[src/hw/rtl/signed_binary_to_decimal_ascii_core_assert.svh]
// Assertion macros for the decimal ASCII converter core.
// Included by the top level; no other dependencies.
`ifndef SIGNED_BINARY_TO_DECIMAL_ASCII_CORE_ASSERT_SVH
`define SIGNED_BINARY_TO_DECIMAL_ASCII_CORE_ASSERT_SVH

// Same-cycle implication, disabled while reset is asserted.
`define SBDA_ASSERT_NOW(label, clk, rst_n, ante, cons) \
  label: assert property (@(posedge clk) disable iff (!rst_n) (ante) |-> (cons)) \
    else $error("sbda assertion failed");

// Next-cycle implication, disabled while reset is asserted.
`define SBDA_ASSERT_NEXT(label, clk, rst_n, ante, cons) \
  label: assert property (@(posedge clk) disable iff (!rst_n) (ante) |=> (cons)) \
    else $error("sbda assertion failed");

`endif

[src/hw/rtl/sbda_pkg.sv]
// Shared types, constants and power-of-ten table for the decimal ASCII converter.
// No dependencies.
`timescale 1ns / 1ps

package sbda_pkg;

  localparam logic [7:0] ASCII_ZERO    = 8'h30;
  localparam logic [7:0] ASCII_MINUS   = 8'h2D;
  localparam logic [7:0] ASCII_NUL     = 8'h00;
  localparam logic [7:0] DECIMAL_RADIX = 8'd10;
  localparam logic [3:0] TOP_POW       = 4'd9;
  localparam int         SBDA_QUEUE_DEPTH = 2;

  typedef struct packed {
    logic signed [31:0] number;
    logic [7:0]         base_request;
  } sbda_in_t;

  typedef struct packed {
    logic [7:0] text_char;
    logic       end_of_text;
  } sbda_out_t;

  // One classified request, ready for the digit sequencer.
  typedef struct packed {
    logic        bad_radix;
    logic        neg;
    logic [31:0] mag;
    logic [3:0]  top_pow;
  } sbda_job_t;

  typedef struct packed {
    logic      valid;
    sbda_job_t job;
  } sbda_head_t;

  typedef enum logic [1:0] {
    ST_IDLE,
    ST_SIGN,
    ST_DIGIT,
    ST_TERM
  } sbda_state_t;

  typedef struct packed {
    sbda_state_t state;
  } sbda_back_status_t;

  function automatic logic [33:0] pow10(input logic [3:0] p);
    logic [33:0] v;
    case (p)
      4'd0:    v = 34'd1;
      4'd1:    v = 34'd10;
      4'd2:    v = 34'd100;
      4'd3:    v = 34'd1000;
      4'd4:    v = 34'd10000;
      4'd5:    v = 34'd100000;
      4'd6:    v = 34'd1000000;
      4'd7:    v = 34'd10000000;
      4'd8:    v = 34'd100000000;
      4'd9:    v = 34'd1000000000;
      default: v = 34'd1;
    endcase
    return v;
  endfunction

endpackage

[src/hw/rtl/signed_binary_to_decimal_ascii_core.sv]
// Channel   Handshake        Payload
// request   start / busy     in_payload  (number, base_request)
// result    out_strobe       out_payload (text_char, end_of_text)
//
// One character leaves per cycle; a request yields 1 to 12 characters, set by the
// single-character digit sequencer in the back end.
// A request's first character comes via the queue, sequencer state and output register.
// Reset (synchronous, active low) empties the queue and idles the sequencer.
// The receiver cannot stall; busy rises only while the request queue is full.
// Depends on sbda_pkg, sbda_front, sbda_queue, sbda_back and the assertion header.
`timescale 1ns / 1ps
`include "signed_binary_to_decimal_ascii_core_assert.svh"

module signed_binary_to_decimal_ascii_core import sbda_pkg::*; #(
  parameter int QUEUE_DEPTH = SBDA_QUEUE_DEPTH
) (
  input  logic      clk,
  input  logic      rst_n,
  input  logic      start,
  output logic      busy,
  input  sbda_in_t  in_payload,
  output logic      out_strobe,
  output sbda_out_t out_payload
);

  sbda_job_t         front_job;
  sbda_head_t        head;
  logic              pop;
  logic              full;
  sbda_back_status_t back_status;

  assign busy = full;

  sbda_front u_front (
    .in_payload (in_payload),
    .job        (front_job)
  );

  sbda_queue #(
    .DEPTH (QUEUE_DEPTH)
  ) u_queue (
    .clk      (clk),
    .rst_n    (rst_n),
    .push     (start),
    .push_job (front_job),
    .pop      (pop),
    .head     (head),
    .full     (full)
  );

  sbda_back u_back (
    .clk         (clk),
    .rst_n       (rst_n),
    .head        (head),
    .pop         (pop),
    .status      (back_status),
    .out_strobe  (out_strobe),
    .out_payload (out_payload)
  );

  `SBDA_ASSERT_NEXT(a_accept_queued, clk, rst_n, start && !busy, head.valid)
  `SBDA_ASSERT_NEXT(a_digit_emits, clk, rst_n, back_status.state == ST_DIGIT, out_strobe)
  `SBDA_ASSERT_NOW(a_text_continues, clk, rst_n, out_strobe && !out_payload.end_of_text,
                   back_status.state != ST_IDLE)
  `SBDA_ASSERT_NOW(a_pop_has_entry, clk, rst_n, pop, head.valid)

endmodule

[src/hw/rtl/sbda_front.sv]
// Front end: classifies a request and finds its magnitude and leading digit position.
// Depends on sbda_pkg.
`timescale 1ns / 1ps

module sbda_front import sbda_pkg::*; (
  input  sbda_in_t  in_payload,
  output sbda_job_t job
);

  logic [31:0] raw;
  logic [31:0] mag;
  logic [3:0]  top;

  assign raw = in_payload.number;
  assign mag = raw[31] ? (~raw + 32'd1) : raw;

  // Highest power of ten not above the magnitude; zero lands on the units place.
  always_comb begin
    top = 4'd0;
    for (int p = 1; p <= int'(TOP_POW); p++) begin
      if ({2'b00, mag} >= pow10(4'(p))) begin
        top = 4'(p);
      end
    end
  end

  always_comb begin
    job.bad_radix = (in_payload.base_request != DECIMAL_RADIX);
    job.neg       = raw[31];
    job.mag       = mag;
    job.top_pow   = top;
  end

endmodule

[src/hw/rtl/sbda_queue.sv]
// Short register queue between the front end and the digit sequencer.
// Depends on sbda_pkg.
`timescale 1ns / 1ps

module sbda_queue import sbda_pkg::*; #(
  parameter int DEPTH = SBDA_QUEUE_DEPTH
) (
  input  logic       clk,
  input  logic       rst_n,
  input  logic       push,
  input  sbda_job_t  push_job,
  input  logic       pop,
  output sbda_head_t head,
  output logic       full
);

  localparam int PTR_W = (DEPTH > 1) ? $clog2(DEPTH) : 1;
  localparam int CNT_W = $clog2(DEPTH + 1);

  sbda_job_t         entry_r [DEPTH];
  logic [PTR_W-1:0]  wr_ptr_r, wr_ptr_nxt;
  logic [PTR_W-1:0]  rd_ptr_r, rd_ptr_nxt;
  logic [CNT_W-1:0]  count_r, count_nxt;
  logic              do_push, do_pop;

  assign full    = (count_r == CNT_W'(DEPTH));
  assign do_push = push && !full;
  assign do_pop  = pop && (count_r != '0);

  assign head.valid = (count_r != '0);
  assign head.job   = entry_r[rd_ptr_r];

  always_comb begin
    wr_ptr_nxt = wr_ptr_r;
    rd_ptr_nxt = rd_ptr_r;
    count_nxt  = count_r;
    if (do_push) begin
      wr_ptr_nxt = (wr_ptr_r == PTR_W'(DEPTH - 1)) ? '0 : wr_ptr_r + PTR_W'(1);
    end
    if (do_pop) begin
      rd_ptr_nxt = (rd_ptr_r == PTR_W'(DEPTH - 1)) ? '0 : rd_ptr_r + PTR_W'(1);
    end
    if (do_push && !do_pop) begin
      count_nxt = count_r + CNT_W'(1);
    end else if (do_pop && !do_push) begin
      count_nxt = count_r - CNT_W'(1);
    end
  end

  always_ff @(posedge clk) begin
    if (!rst_n) begin
      wr_ptr_r <= '0;
      rd_ptr_r <= '0;
      count_r  <= '0;
    end else begin
      wr_ptr_r <= wr_ptr_nxt;
      rd_ptr_r <= rd_ptr_nxt;
      count_r  <= count_nxt;
    end
  end

  always_ff @(posedge clk) begin
    if (do_push) begin
      entry_r[wr_ptr_r] <= push_job;
    end
  end

endmodule

[src/hw/rtl/sbda_back.sv]
// Back end: digit sequencer, one character per cycle into the output register.
// Depends on sbda_pkg.
`timescale 1ns / 1ps

module sbda_back import sbda_pkg::*; (
  input  logic              clk,
  input  logic              rst_n,
  input  sbda_head_t        head,
  output logic              pop,
  output sbda_back_status_t status,
  output logic              out_strobe,
  output sbda_out_t         out_payload
);

  sbda_state_t state_r, state_nxt;
  logic [31:0] mag_r, mag_nxt;
  logic [3:0]  pow_r, pow_nxt;
  logic        strobe_r, strobe_nxt;
  sbda_out_t   payload_r, payload_nxt;

  logic [33:0] base;
  logic [33:0] sub;
  logic [3:0]  digit;

  // Digit at the current power: largest multiple of the power not above the remainder.
  always_comb begin
    base  = pow10(pow_r);
    digit = 4'd0;
    sub   = 34'd0;
    for (int k = 1; k <= 9; k++) begin
      if ({2'b00, mag_r} >= base * 34'(k)) begin
        digit = 4'(k);
        sub   = base * 34'(k);
      end
    end
  end

  always_comb begin
    state_nxt   = state_r;
    mag_nxt     = mag_r;
    pow_nxt     = pow_r;
    pop         = 1'b0;
    strobe_nxt  = 1'b0;
    payload_nxt = payload_r;

    case (state_r)
      ST_SIGN: begin
        strobe_nxt              = 1'b1;
        payload_nxt.text_char   = ASCII_MINUS;
        payload_nxt.end_of_text = 1'b0;
        state_nxt               = ST_DIGIT;
      end
      ST_DIGIT: begin
        strobe_nxt              = 1'b1;
        payload_nxt.text_char   = ASCII_ZERO + {4'd0, digit};
        payload_nxt.end_of_text = 1'b0;
        mag_nxt                 = 32'({2'b00, mag_r} - sub);
        if (pow_r == 4'd0) begin
          state_nxt = ST_TERM;
        end else begin
          pow_nxt = pow_r - 4'd1;
        end
      end
      ST_TERM: begin
        strobe_nxt              = 1'b1;
        payload_nxt.text_char   = ASCII_NUL;
        payload_nxt.end_of_text = 1'b1;
        state_nxt               = ST_IDLE;
      end
      default: begin
      end
    endcase

    // Load the next request as soon as the sequencer is free or finishing.
    if ((state_r == ST_IDLE || state_r == ST_TERM) && head.valid) begin
      pop     = 1'b1;
      mag_nxt = head.job.mag;
      pow_nxt = head.job.top_pow;
      if (head.job.bad_radix) begin
        state_nxt = ST_TERM;
      end else if (head.job.neg) begin
        state_nxt = ST_SIGN;
      end else begin
        state_nxt = ST_DIGIT;
      end
    end
  end

  always_ff @(posedge clk) begin
    if (!rst_n) begin
      state_r  <= ST_IDLE;
      strobe_r <= 1'b0;
    end else begin
      state_r  <= state_nxt;
      strobe_r <= strobe_nxt;
    end
  end

  always_ff @(posedge clk) begin
    mag_r     <= mag_nxt;
    pow_r     <= pow_nxt;
    payload_r <= payload_nxt;
  end

  assign status.state = state_r;
  assign out_strobe   = strobe_r;
  assign out_payload  = payload_r;

endmodule
[config.mk]
export PLATFORM = sky130hd
export DESIGN_NAME = signed_binary_to_decimal_ascii_core
export DESIGN_NICKNAME = d
export VERILOG_FILES = /design/src/hw/rtl/sbda_pkg.sv /design/src/hw/rtl/signed_binary_to_decimal_ascii_core.sv /design/src/hw/rtl/sbda_front.sv /design/src/hw/rtl/sbda_queue.sv /design/src/hw/rtl/sbda_back.sv
export VERILOG_INCLUDE_DIRS = /design/src /design/src/hw/rtl
export SDC_FILE = /design/constraint.sdc
export NUM_CORES = 1
export LEC_CHECK = 0
export BUFFER_PORTS_ARGS = -buffer_cell sky130_fd_sc_hd__buf_4
export CAP_MARGIN = 10
export CORE_ASPECT_RATIO = 1.75
export CORE_MARGIN = 3
export CORE_UTILIZATION = 55
export DETAILED_ROUTE_END_ITERATION = 6
export GPL_TIMING_DRIVEN = 0
export MAX_ROUTING_LAYER = met4
export PLACE_DENSITY = 0.8
export SYNTH_ARGS = -nofsm -noshare
export SYNTH_HDL_FRONTEND = slang
export SYNTH_SLANG_ARGS = --single-unit
[constraint.sdc]
create_clock -name clk -period 7.56 [get_ports clk]
set_input_delay 1.512 -clock clk [delete_from_list [all_inputs] [get_ports clk]]
set_output_delay 1.512 -clock clk [all_outputs]
set_load 0.05 [all_outputs]
==> results.sh <==
export IMPL_yosysTopAreaCellShare_pct=24.7
export IMPL_drive_above_1_share_pct=24.8
export IMPL_grt_max_degree=39
export IMPL_route_detailed_drc=1
export IMPL_synth_distinct_cells=96
export IMPL_clockBufferDepth=2
export IMPL_crit_top_cell="buf_4"
export IMPL_synth_ff_type="edfxtp_1"
export IMPL_required_ns=7.73
export IMPL_vias_per_cell=7.12
export IMPL_ys_seq_area_share_pct=19.0
export IMPL_io_pins=54
export IMPL_crit_buf_inv=6
export IMPL_critical_path_top_delay_family="compound AO/OA/AOI/OAI gates"
export IMPL_dpl_cell_area_mm2=0.0232
export IMPL_whs_ns=0.519
export IMPL_fin_crit_sh_pct=113
export IMPL_yosys_top_cells_area="ha_1 (25%), edfxtp_1 (16%), a21oi_1 (4.8%)"
export IMPL_worstSetupEndpointType="register"
export IMPL_wirelength_um=106000
export IMPL_cts_sinks=150
export IMPL_multi_input_area_mm2=0.0194
export IMPL_ant_nets=0
export IMPL_utilization_pct=72.6
export IMPL_row_count=96
export IMPL_start_util_pct=56.0
export IMPL_cts_root_buffer="clkbuf_16"
export IMPL_cts_buffers=17
export IMPL_cts_tree="built"
export IMPL_status="finished with violations"
export IMPL_synthCells=2561
export IMPL_grt_overflow_total=0
export IMPL_synth_largest_area_cell="ha_1"
export IMPL_yosysMostFrequentCell="ha_1"
export IMPL_synth_async_reset_ratio_pct=0
export IMPL_die_w_um=157
export IMPL_maxCapViolCount=0
export IMPL_first_global_vias=24000
export IMPL_vias=24200
export IMPL_synth_common_cells="ha_1 (436), a21oi_1 (212), o21ai_0 (174)"
export IMPL_wl_per_cell_um=31.2
export IMPL_rsz0062_at_grt="true"
export IMPL_grt_use_total_pct=48.2
export IMPL_cp_slowest_cell="xor2_1"
export IMPL_finalHoldViolCount=0
export IMPL_finalMaxSlewViolations=0
export IMPL_firstDrtPassIters=7
export IMPL_slew_headroom_pct=28.0
export IMPL_critPathArrivalTime_ns=8.74
export IMPL_grt_pass1_wl_um=148000
export IMPL_yosys_warnings=0
export IMPL_syn_cell_area_mm2=0.0221
export IMPL_nets=3390
export IMPL_min_period_ns=8.57
export IMPL_cp_max_fo=10
export IMPL_die_area_mm2=0.0427
export IMPL_fill_cells=2840
export IMPL_slowest_delay_ns=0.63
export IMPL_cp_start_kind="register"
export IMPL_seqCellArea_mm2=0.00428
export IMPL_setup_ws_ns=-1.01
export IMPL_setup_viol=27
export IMPL_violations="DRC, setup timing"
export IMPL_fp_dieH_um=271
export IMPL_portBuffers=51
export IMPL_fin_area_mm2=0.0286
export IMPL_clk_transition_reported_paths_ns=0.08
export IMPL_insertion_delay_ns=0.45
export IMPL_drtIter0Drc=2229
export IMPL_area_growth_pct=29.6
export IMPL_h_tree_depth=4
export IMPL_worst_pin_slew_ns=1.08
export IMPL_place_gp_congestion=1.10
export IMPL_finClkSkew_ns=0.0179
export IMPL_coreArea_mm2=0.0394
export IMPL_syn_area_per_cell_um2=8.62
export IMPL_crit_type="reg2reg"
export IMPL_tns_ns=-15.92
export IMPL_hp_class="reg2reg"
export IMPL_fmax_mhz=117
export IMPL_synth_edff_count=119
export IMPL_antenna_found_initial=4
export IMPL_hold_buffers=0
export IMPL_dp_hpwl_um=73500
export IMPL_yosys_register_bits=150
[final cells by class]
type / instances / share of cell area [%]
inverter: 128 / 1.74
clock inverter: 15 / 0.669
timing repair buffer: 305 / 9.13
sequential: 150 / 15.0
multi-input combinational: 2219 / 67.8
tap: 490 / 2.14
antenna: 5 / 0.0437
buffer: 62 / 2.06
clock buffer: 17 / 1.49
[cell usage in the layout (no fill, tap or decap), types with 28 or more instances in the layout]
cell type | synthesis | routed
o21a_1 | 31 | 28
nand3_1 | 38 | 35
xnor2_1 | 91 | 78
mux2i_1 | 56 | 56
a21oi_1 | 212 | 177
nor2_1 | 162 | 149
nand2b_1 | 40 | 36
a21o_1 | 132 | 132
nand2_1 | 151 | 144
o211ai_1 | 32 | 32
xor2_1 | 59 | 52
nand4_1 | 58 | 58
a21oi_2 | 1 | 28
ha_1 | 436 | 376
nor2b_1 | 55 | 51
inv_1 | 127 | 122
edfxtp_1 | 119 | 119
o21ai_0 | 174 | 124
ha_4 | 0 | 46
buf_4 | 5 | 268
a31oi_1 | 42 | 29
[path summary, 6_finish.rpt]
kind	start	to	slack, ns	depth (start not counted)
max	u_back.base[1]	u_back.mag_r[29]	-1.01	38
min	u_queue.count_r[1]	u_queue.count_r[1]	0.52	2
max reg2reg	u_back.base[1]	u_back.mag_r[29]	-1.01	38
min reg2reg	u_queue.count_r[1]	u_queue.count_r[1]	0.52	2
[routing by layer]
metal	vias up	share of wire (%)	global-route usage, %
met5	-	0	-
met4	0	13	46.9
met3	661	9.3	12.1
met2	1533	45	75.8
met1	11500	32	46.8
li1	10400	-	-
[through the flow]
stage | worst slack (ns) | std cells
after floorplan | -0.0140 | 2562
after global placement | -3.75 | 3103
after detailed placement | -3.85 | 3105
after CTS | -0.595 | 3304
after global routing | -1.08 | 3390
final | -1.01 | 3391
[logic make-up after synthesis]
| logic type | share of synthesized area (%) |
|---|---|
| xor+xnor | 6.05 |
| simple gates | 15.3 |
| mux | 2.90 |
| compound gates | 25.9 |
| fa+ha+maj | 27.4 |
| flops | 19.0 |
| buf+inv | 3.39 |
| other cells | 0.0170 |
[state kept, by name, summed over array words and instances, names as in the netlist, named ones only]
| signal | flops |
|---|---|
| u_queue.entry_r | 76 |
| u_back.mag_r | 32 |
| u_back.out_payload | 7 |
| u_queue.count_r | 2 |
| u_back.status | 2 |
| u_queue.rd_ptr_r | 1 |
| u_queue.wr_ptr_r | 1 |
| u_back.pow_r | 4 |
| u_back.out_strobe | 1 |
| u_back.base | 23 |
[worst register-to-register path, delay by kind of cell (launching register included)]
family	cells	cell delay (ns)
and+or+nand+nor	7	1.27
DFF	1	0.40
adders and majority gates	4	1.25
AOI/OAI and AO/OA	19	3.73
buffers and inverters	6	0.86
xor gates and xnor gates	2	0.78
[timing repair]
item	CTS	global route
endpoints found under the setup margin	36	28
hold endpoints to repair	0	0
cloned	0	1
gates resized for setup	391	164
pin swaps	123	139
buffers inserted	170	82
Power is not shown: default switching activity piles up to over one toggle a cycle in this logic, so the estimate is an artifact.
